$ cat config.mk
export PLATFORM = sky130hd
export DESIGN_NAME = fetp_ctrl
export DESIGN_NICKNAME = d
export VERILOG_FILES = /design/src/rtl/core/fetp_pkg.sv /design/src/rtl/core/fetp_ctrl.sv
export SDC_FILE = /design/constraint.sdc
export NUM_CORES = 1
export LEC_CHECK = 0
export ABC_AREA = 1
export BUFFER_PORTS_ARGS = -buffer_cell sky130_fd_sc_hd__buf_2
export CAP_MARGIN = 40
export CORE_MARGIN = 3
export CORE_UTILIZATION = 30
export DETAILED_ROUTE_END_ITERATION = 8
export GPL_ROUTABILITY_DRIVEN = 1
export PLACE_DENSITY_LB_ADDON = 0.15
export SLEW_MARGIN = 40
export SYNTH_ARGS = -nofsm -noshare
export SYNTH_HDL_FRONTEND = slang
export SYNTH_SLANG_ARGS = --single-unit
$ cat constraint.sdc
create_clock -name clk -period 1.04 [get_ports clk]
set_input_delay 0.104 -clock clk [delete_from_list [all_inputs] [get_ports clk]]
set_output_delay 0.104 -clock clk [all_outputs]
set_load 0.01 [all_outputs]
$ cat src/rtl/core/fetp_pkg.sv
// shared types, constants and helpers for the escape-time pixel unit
`timescale 1ns / 1ps
`default_nettype none

package fetp_pkg;

	localparam int COORD_W     = 32;
	localparam int STEP_W      = 31;
	localparam int IDX_W       = 12;
	localparam int ITER_OUT_W  = 16;
	localparam int BRIGHT_W    = 8;
	localparam int BIDX_W      = 3;
	localparam int FRAC_BITS   = 26;
	localparam int PROD_W      = 64;
	localparam int SUM_W       = 48;
	localparam int CFG_IDX_W   = 4;
	localparam int CFG_DATA_W  = 32;
	localparam int BRIGHT_SCALE = 65025;

	localparam int DEF_MAX_DIM   = 4096;
	localparam int DEF_ITER_BITS = 16;

	// register reset values
	localparam logic [COORD_W-1:0]    RST_ORIGIN_RE  = 32'hF800_0000;
	localparam logic [COORD_W-1:0]    RST_ORIGIN_IM  = 32'hF800_0000;
	localparam logic [STEP_W-1:0]     RST_PIXEL_STEP = 31'd262144;
	localparam logic [ITER_OUT_W-1:0] RST_MAX_ITER   = 16'd256;
	localparam logic [COORD_W-1:0]    RST_ESCAPE_SQ  = 32'h1000_0000;

	typedef enum logic [CFG_IDX_W-1:0] {
		CFG_JULIA_MODE = 4'd0,
		CFG_ORIGIN_RE  = 4'd1,
		CFG_ORIGIN_IM  = 4'd2,
		CFG_PIXEL_STEP = 4'd3,
		CFG_CONST_RE   = 4'd4,
		CFG_CONST_IM   = 4'd5,
		CFG_MAX_ITER   = 4'd6,
		CFG_ESCAPE_SQ  = 4'd7
	} cfg_idx_t;

	typedef struct packed {
		logic                      julia_mode;
		logic signed [COORD_W-1:0] origin_re;
		logic signed [COORD_W-1:0] origin_im;
		logic [STEP_W-1:0]         pixel_step;
		logic signed [COORD_W-1:0] const_re;
		logic signed [COORD_W-1:0] const_im;
		logic [ITER_OUT_W-1:0]     max_iter;
		logic [COORD_W-1:0]        escape_sq;
	} cfg_regs_t;

	typedef enum logic [3:0] {
		ST_IDLE,
		ST_MAP,
		ST_POINT,
		ST_SQ,
		ST_STEP,
		ST_BR_INIT,
		ST_BR_SQ,
		ST_BR_CMP,
		ST_FIN
	} state_t;

	typedef struct packed {
		logic              capture;
		logic              mul_en;
		logic              mul_map;
		logic              load_point;
		logic              upd_z;
		logic              cnt_inc;
		logic              rhs_load;
		logic              ksq_load;
		logic              k_cmp;
		logic              out_load;
		logic [BIDX_W-1:0] bidx;
	} cmd_t;

	typedef struct packed {
		logic limit_zero;
		logic escape;
		logic last_iter;
		logic k_fits;
	} status_t;

	// clip a wide signed value to the 32-bit signed range
	function automatic logic signed [COORD_W-1:0] sat32(input logic signed [SUM_W-1:0] v);
		logic fits;
		fits = (v[SUM_W-1:COORD_W-1] == '0) || (v[SUM_W-1:COORD_W-1] == '1);
		if (fits) begin
			return v[COORD_W-1:0];
		end else if (v[SUM_W-1]) begin
			return {1'b1, {(COORD_W-1){1'b0}}};
		end else begin
			return {1'b0, {(COORD_W-1){1'b1}}};
		end
	endfunction

endpackage

`default_nettype wire

$ cat src/rtl/core/fetp_ctrl.sv
// controller state machine: sequences mapping, iteration and brightness search
`timescale 1ns / 1ps
`default_nettype none

module fetp_ctrl import fetp_pkg::*; (
	input  wire logic    clk,
	input  wire logic    arst_n,
	input  wire logic    in_valid,
	output logic         in_ready,
	output logic         out_valid,
	input  wire logic    out_ready,
	input  wire status_t sts,
	output cmd_t         cmd
);

	state_t            state_q, state_d;
	logic              first_q;
	logic [BIDX_W-1:0] bidx_q;
	logic              out_valid_q;
	logic              in_fire;
	logic              out_free;

	assign in_fire   = in_valid && in_ready;
	assign out_free  = !out_valid_q || out_ready;
	assign out_valid = out_valid_q;

	// next state
	always_comb begin
		state_d = state_q;
		unique case (state_q)
			ST_IDLE: begin
				if (in_fire) state_d = ST_MAP;
			end
			ST_MAP:   state_d = ST_POINT;
			ST_POINT: state_d = sts.limit_zero ? ST_FIN : ST_SQ;
			ST_SQ:    state_d = ST_STEP;
			ST_STEP: begin
				if (first_q) state_d = ST_SQ;
				else if (sts.escape) state_d = ST_BR_INIT;
				else if (sts.last_iter) state_d = ST_FIN;
				else state_d = ST_SQ;
			end
			ST_BR_INIT: state_d = ST_BR_SQ;
			ST_BR_SQ:   state_d = ST_BR_CMP;
			ST_BR_CMP:  state_d = (bidx_q == '0) ? ST_FIN : ST_BR_SQ;
			ST_FIN: begin
				if (out_free) state_d = ST_IDLE;
			end
			default: state_d = ST_IDLE;
		endcase
	end

	// outputs
	always_comb begin
		cmd      = '0;
		cmd.bidx = bidx_q;
		in_ready = 1'b0;
		unique case (state_q)
			ST_IDLE: begin
				in_ready    = 1'b1;
				cmd.capture = in_valid;
			end
			ST_MAP: begin
				cmd.mul_en  = 1'b1;
				cmd.mul_map = 1'b1;
			end
			ST_POINT:   cmd.load_point = 1'b1;
			ST_SQ:      cmd.mul_en = 1'b1;
			ST_STEP: begin
				cmd.upd_z   = 1'b1;
				cmd.cnt_inc = !first_q && !sts.escape;
			end
			ST_BR_INIT: cmd.rhs_load = 1'b1;
			ST_BR_SQ:   cmd.ksq_load = 1'b1;
			ST_BR_CMP:  cmd.k_cmp = 1'b1;
			ST_FIN:     cmd.out_load = out_free;
			default:    cmd = '0;
		endcase
	end

	always_ff @(posedge clk or negedge arst_n) begin
		if (!arst_n) begin
			state_q     <= ST_IDLE;
			first_q     <= 1'b0;
			bidx_q      <= '0;
			out_valid_q <= 1'b0;
		end else begin
			state_q <= state_d;
			if (state_q == ST_POINT) first_q <= 1'b1;
			else if (state_q == ST_STEP) first_q <= 1'b0;
			if (state_q == ST_BR_INIT) bidx_q <= '1;
			else if (state_q == ST_BR_CMP) bidx_q <= bidx_q - 1'b1;
			if (cmd.out_load) out_valid_q <= 1'b1;
			else if (out_ready) out_valid_q <= 1'b0;
		end
	end

endmodule

`default_nettype wire

==> After elaboration in Yosys (flattened, before gate mapping) <==
Cells that the tools add are included.
{ "op_classes": {"addsub": 1, "eq_ne": 10, "muxes": 25, "reduce_logical": 14} }
{ "ops": {"columns": ["cell", "n"], "rows": [
  ["4-bit case mux with 9 select lines", 1],
  ["4-bit 2-to-1 mux", 7],
  ["4-bit by 3-bit equality test with 1-bit output (second input constant)", 4],
  ["1-bit 2-to-1 mux", 13],
  ["3-bit 2-to-1 mux", 3],
  ["9-bit OR reduction", 1],
  ["4-bit by 2-bit equality test with 1-bit output (second input constant)", 2],
  ["2-bit nonzero test", 3],
  ["4-bit by 1-bit equality test with 1-bit output (second input constant)", 1],
  ["4-bit equality test (second input constant)", 1],
  ["4-bit zero test", 1],
  ["2-bit != test (second input constant)", 2],
  ["1-bit zero test", 3],
  ["3-bit zero test", 1],
  ["3-bit by 1-bit subtractor with 3-bit output (second input constant)", 1],
  ["1-bit logical AND", 2],
  ["2-bit 2-to-1 mux", 1],
  ["2-bit AND reduction", 1],
  ["2-bit OR reduction", 1],
  ["1-bit logical OR", 1]
]} }
{ "word_totals": {"ff_bits": 9} }

==> Depth between registers and ports, before layout <==
Gate-level depths: netlist of the first run.
{ "logic_depth": {"word_depth": 5, "mapped_depth": 8, "mapped_depth_nobuf": 7} }

==> Worst setup path before layout of the first run <==
Ideal clock, no wire load.
{ "synth_path": {"kind": "reg-to-reg", "start": "register state_q[3]", "end": "register bidx_q[2]", "setup_ns": 0.126, "t_arrival_ns": 0.994, "t_required_ns": 0.914, "path_slack_ns": -0.080, "stages_incl_launch_ff": 7, "n_path_buf": 0, "cell_sequence": "dfrtp_1 -> inv_1 -> nand2_2 -> nor2_2 -> nand2_1 -> nand2_1 -> nand3_1"} }
{ "synth_between": {"elab_chain_len": 2, "word_cells_on_any_way": 4, "cone_classes": "eq/ne (2); mux (1); reduce/logical (1)"} }
{ "synth_lines": {"columns": ["item", "line_no", "text"], "rows": [
  ["start: declaration", "fetp_ctrl.sv:16", "state_t state_q, state_d;"],
  ["start signal: assignment", "fetp_ctrl.sv:88", "state_q <= state_d;"],
  ["4-bit by 3-bit equality test with 1-bit output (on tied branches)", "fetp_ctrl.sv:91, fetp_ctrl.sv:92", null],
  ["3-bit 2-to-1 mux or 2-bit nonzero test (tied branches)", null, null],
  ["end signal: assignment", "fetp_ctrl.sv:92", "else if (state_q == ST_BR_CMP) bidx_q <= bidx_q - 1'b1;"],
  ["end: declaration", "fetp_ctrl.sv:18", "logic [BIDX_W-1:0] bidx_q;"]
]} }
Several ways; a longest one is shown, not always the timed one.
A chain may end at the register's enable or synchronous reset.

==> out/results.tsv, run 1 <==
stage	metric	value	unit
run_status	outcome	complete, but fails checks	
run_status	failing checks	negative setup slack	
place	Port Buffers	21	
timing	RSZ-0062 raised after global routing	true	
timing	Final Hold Fails	0	
final_layout	final non-filler cell total	170	
synthesis	Netlist cell types	18	
floorplanning	Starting Density	32.2	%
final_layout	# nets final	154	
timing	Slew HR	85.8	%
floorplanning	Placeable Area	2000	sq um
synthesis	post-synthesis register bit count	9	
grt	largest net degree at the start of global routing	10	
grt	GRT Resource Usage Total	16.7	%
setup_path	Largest stage delay, worst path	460	ps
floorplanning	Die Height	52.4	microns
final_layout	P&R area growth vs syn	75.8	%
worst_hold_path	worst hold path class	input port to register	
final_layout	layout cells sized above 1	60.1	%
place	dpl cells	155	
clock_tree	CTS Buf Count	3	
timing	Slew Viols, Final	0	
setup_path	worst path arrival time	1280	ps
synthesis	Synth Area in Simple Gates	39.7	%
drt	detailed-route wire length	1.97	mm
clock_tree	htree depth	1	
setup_path	critical path cell sequence	inv_4 -> buf_4 -> nor2_4 -> nor2_2 -> buf_2	
clock_tree	CTS tree	built	
synthesis	Seq/Total Area, Yosys	34.9	%
clock_tree	Clock Tree Root	clkbuf_4	
setup_path	reg2reg start	state_q[2]	
synthesis	Compound-Gate Fraction of Synth Area	5.81	%
run	number of max-cap violations	0	
timing	clk_skew	4.46	ps
worst_hold_path	min-delay src	out_ready	
final_layout	commonest non-fill, non-tap cells in the layout	18 x buf_2, 16 x inv_1, 15 x buf_4	
floorplanning	I/O pin cnt	23	
power	VDD IR max	0.00152	V
floorplanning	Die W	52.4	microns
setup_path	Setup crit end kind	output port	
synthesis	synthesized area per cell	6.66	sq um
timing	worst slew pin tran	213	ps
grt	first-pass GRT wire length	3.43	mm
floorplanning	Die ar.	2740	sq um
clock_tree	Clock Latency Late Sink	260	ps
setup_path	CP Max Fanout	4	
synthesis	Cells after Synth	97	
place	Placed Area	878	sq um
final_layout	commonest non-fill, non-tap cell in the layout	buf_2	
grt	vias in the first global route	788	
synthesis	mux share of post-synthesis cell area	0	%
grt	antenna violations before repair	0	
synthesis	Mapped Nets	107	
power	Total Power	3.20	mW
worst_hold_path	Min-Delay Endpoint	out_valid	
clock_tree	CTS Sinks	9	
setup_path	Worst R2R Path Depth	8	
drt	routed via count	765	
grt	GR Overflow Total	0	
timing	shortest period the worst path allows	1390	ps
final_layout	Antenna Cells	0	
setup_path	register-to-register setup slack	-200	ps
drt	DR DRC count	0	
setup_path	crit path launch type	register	
timing	Setup-failing EPs final	22	
timing	crit share post-route	133	%
drt	DR iter-0 viols	6	
synthesis	Synth Area in Adders	3.88	%
drt	drt pass-1 iters	4	
place	post-DP HPWL	1.32	mm
drt	antenna-violating nets left	0	
place	GPL Wtd Cong	0.758	
synthesis	post-synthesis xor/xnor area fraction	0	%
power	Leak Pwr	0.625	nW
synthesis	Syn. warnings	0	
setup_path	Crit-path slowest cell	dfrtp_2	
timing	setup ws final	-348	ps
synthesis	largest family of logic cells by synthesized area	simple AND/OR/NAND/NOR gates	
clock_tree	Max Buffers Root-to-Sink	2	
drt	WL per Instance	11.6	microns
setup_path	CP required	940	ps
synthesis	Mapped Area	646	sq um
worst_hold_path	Hold Path Stages	2	
drt	post-DR vias/cell	4.50	
final_layout	Util after Layout	56.7	%
timing	Max Clock Freq	0.720	GHz
setup_path	Worst R2R End	state_q[0]	
clock_tree	Worst-path clk slew	60	ps
power	PwrDens	2820	nW/um^2
floorplanning	row count	16	
setup_path	Setup CP Type	register to output port	
final_layout	Finished Cell Area	1130	sq um
==> per-stage QoR <==
| stage | hold slack, ps | setup slack, ps | setup TNS [ps] |
|---|---|---|---|
| final | 65.6 | -348 | -5230 |
| after global routing | 73.3 | -425 | -6780 |
| after CTS | 72.0 | -323 | -4910 |
| after detailed placement | -20.0 | -147 | -1500 |
| after global placement | -23.9 | -133 | -1590 |
| after floorplan | -192 | -24.7 | -134 |
==> cells by family after synthesis <==
family / count (synthesis)
adders and majority gates: 2
and+or+nand+nor: 55
DFF: 9
buffers and inverters: 24
AOI/OAI and AO/OA: 7
==> layer usage <==
layer / track usage, % / share of wire (%) / vias to the layer above
met2: 29.1 / 50 / 16
li1: - / - / 387
met3: 4.56 / 4.6 / 2
met4: 3.40 / 0.91 / 0
met5: 0 / 0 / -
met1: 20.4 / 44 / 360
==> worst max-delay path, delay by kind of cell, from the launching register on <==
| family | cells | cell delay [ps] |
|---|---|---|
| AND/OR/NAND/NOR | 2 | 220 |
| flip-flops | 1 | 460 |
| buffers and inverters | 3 | 360 |
==> worst max path at each step <==
stage                     from   endpoint  slack [ps]  cells past startpoint
finish              state_q[3]     cmd[1]        -350                      5
global route        state_q[0]     cmd[7]        -430                      4
CTS                 state_q[1]     cmd[1]        -320                      6
detailed placement  state_q[3]  bidx_q[1]        -150                      5
global placement    state_q[3]  bidx_q[1]        -130                      5
floorplan           state_q[1]     cmd[0]         -20                      6
==> report_power, final <==
group          switching (mW)  internal [mW]  total, mW
clock network           0.128          0.148      0.276
logic                    1.20           1.07       2.26
registers               0.155          0.507      0.662
total                    1.48           1.72       3.20
==> state kept, by name, summed over array words and instances (netlist names) <==
name       count
out_valid      1
first_q        1
state_q        4
bidx_q         3
==> Yosys cell counts (all sizes together) <==
library cell / number / area (sq um)
dfrtp: 9 / 225
nor2: 22 / 100
nand2: 19 / 81.3
a21oi: 1 / 5.00
inv: 22 / 82.6
o21ai: 5 / 25.0
ha: 2 / 25.0
buf: 2 / 18.8
nand3: 8 / 40.0
nand4: 4 / 25.0
a22oi: 1 / 7.51
nor3: 2 / 10.0
==> timing repair <==
item | in CTS | in global routing
setup endpoints to repair | 22 | 23
hold buffers | 1 | 0
setup buffers | 7 | 3
hold endpoints to repair | 9 | 0
resized for setup | 32 | 10
pin swaps | 13 | 12
==> cell type report <==
cell class,count,area (sq um)
sequential,9,228
multi-input combinational,64,437
timing repair buffer,44,325
tap,27,33.8
fill,179,867
clock buffer,4,26.3
inverter,22,85.1
No activity file was read; power rests on OpenSTA's default activity.
==> inputs of run 2 (changes only) <==
- CAP_MARGIN: 40 -> 5
- CORE_ASPECT_RATIO: unset -> 1.4
==> run 2 against run 1 <==
  * The flow still finishes with violations (negative setup slack)
  * Wire length shrank 0.71%
  * Clock skew grew 1.0 ps
  * Utilization grew 0.52 points
  * Register-to-register slack is essentially flat
  * Setup slack lost 11 ps
  * Largest cell class unchanged
==> out/results.tsv, run 2 (synthesized netlist as in run 1, its figures left out) <==
stage	metric	value	unit
place	post-DP HPWL	1.38	mm
clock_tree	Clock Tree Root	clkbuf_4	
clock_tree	Clock Latency Late Sink	270	ps
place	Port Buffers	21	
setup_path	Setup crit end kind	output port	
floorplanning	Die ar.	2750	sq um
final_layout	register area	229	sq um
power	PwrDens	2870	nW/um^2
drt	DR DRC count	0	
timing	Setup-failing EPs final	22	
drt	detailed-route wire length	1.96	mm
drt	DR iter-0 viols	13	
timing	shortest period the worst path allows	1400	ps
setup_path	Setup CP Type	register to output port	
clock_tree	Max Buffers Root-to-Sink	2	
timing	RSZ-0062 raised after global routing	true	
final_layout	# nets final	156	
grt	largest net degree at the start of global routing	10	
drt	antenna-violating nets left	0	
timing	worst slew pin tran	232	ps
grt	GR Overflow Total	0	
final_layout	Largest regs	state_q (4), bidx_q (3)	
clock_tree	CTS Buf Count	3	
clock_tree	Worst-path clk slew	60	ps
grt	vias in the first global route	744	
setup_path	CP Max Fanout	5	
timing	Slew HR	84.4	%
grt	first-pass GRT wire length	3.12	mm
place	dpl cells	147	
floorplanning	Starting Density	32.3	%
grt	antenna violations before repair	0	
floorplanning	Placeable Area	2000	sq um
final_layout	multi-input logic area	440	sq um
timing	Final TNS setup	-5580	ps
floorplanning	Die W	45.2	microns
final_layout	Antenna Cells	0	
grt	GRT Resource Usage Total	15.8	%
clock_tree	CTS Sinks	9	
final_layout	P&R area growth vs syn	76.9	%
floorplanning	I/O pin cnt	23	
setup_path	worst path arrival time	1300	ps
final_layout	Reg with most FFs	state_q	
floorplanning	row count	19	
setup_path	CP required	940	ps
run_status	outcome	complete, but fails checks	
timing	Final Hold Fails	0	
final_layout	commonest non-fill, non-tap cell in the layout	buf_4	
power	Total Power	3.28	mW
run_status	failing checks	negative setup slack	
drt	WL per Instance	11.8	microns
setup_path	crit path launch type	register	
drt	routed via count	777	
drt	post-DR vias/cell	4.68	
worst_hold_path	Hold Path Stages	2	
worst_hold_path	worst hold path class	input port to register	
clock_tree	htree depth	1	
timing	crit share post-route	135	%
run	number of max-cap violations	0	
timing	Max Clock Freq	0.715	GHz
timing	Slew Viols, Final	0	
timing	clk_skew	5.49	ps
final_layout	Fillers	192	
final_layout	final non-filler cell total	166	
drt	drt pass-1 iters	4	
power	Leak Pwr	0.617	nW
power	VDD IR max	0.00147	V
final_layout	commonest non-fill, non-tap cells in the layout	20 x buf_4, 17 x buf_2, 12 x inv_1, 12 x nand2_1, 10 x nor2_2	
place	GPL Wtd Cong	0.808	
setup_path	Worst R2R Path Depth	8	
timing	setup ws final	-359	ps
final_layout	max reg flops	4	
floorplanning	Die Height	60.9	microns
final_layout	layout cells sized above 1	63.4	%
clock_tree	CTS tree	built	
[run 2: cell types whose count changed in the layout (fill, tap and decap cells not counted), moves of 2 or more]
cell     previous run  this run
buf_6              10         8
nand2_4             3         1
inv_2               5         9
buf_4              15        20
inv_1              16        12
[run 2: final cells by class]
cell class / count / area share [%]
Timing Repair Buffer: 46 / 29.4
Inverter: 22 / 7.45
Tap cell: 21 / 2.30
Clock buffer: 4 / 2.30
Multi-Input combinational cell: 64 / 38.6
Sequential cell: 9 / 20.0
[run 2: per-layer routing]
metal  share of wire (%)  track usage (%)  vias to the layer above
li1                    -                -                      394
met2                  55             30.0                       25
met3                 4.0             1.19                        6
met1                  37             16.4                      352
met5                   0                0                        -
met4                 4.1             9.21                        0
[run 2: worst paths after layout]
kind                             from         end  slack [ps]
min reg2reg                 bidx_q[2]   bidx_q[2]         540
min in group asynchronous      arst_n   bidx_q[0]         210
min                         out_ready   out_valid          30
max in group asynchronous      arst_n  state_q[2]         630
max                        state_q[1]      cmd[1]        -360
max reg2reg                state_q[2]  state_q[0]        -210
[run 2: critical path: stages, from the launching register on]
cell     delay [ps]
dfrtp_2         450
inv_2           110
nand2_4          70
nor2_4          110
nor2_2           80
nor2_2           90
buf_2           120
[run 2: what timing repair did]
item,in CTS,in global routing
endpoints found under the setup margin,22,22
setup buffers,7,7
hold buffers,1,0
hold endpoints to repair,9,0
pin swaps,6,10
gates resized for setup,23,22
[run 2: per-stage QoR]
stage / worst slack (ps) / util (%) / hold slack [ps] / instance area, sq um
2_1_floorplan: -24.7 / - / -192 / 668
3_3_place_gp: -141 / 42.9 / -25.6 / 856
3_5_place_dp: -141 / 42.9 / -29.2 / 856
4_1_cts: -340 / 51.1 / 27.3 / 1020
5_1_grt: -425 / 57.2 / 45.6 / 1140
6_report: -359 / 57.2 / 31.8 / 1140
[run 2: power breakdown]
part / leakage [nW] / switching [mW] / internal (mW) / total (mW)
logic: 0.499 / 1.19 / 1.12 / 2.31
registers: 0.103 / 0.186 / 0.511 / 0.697
clock network: 0.0150 / 0.129 / 0.148 / 0.277
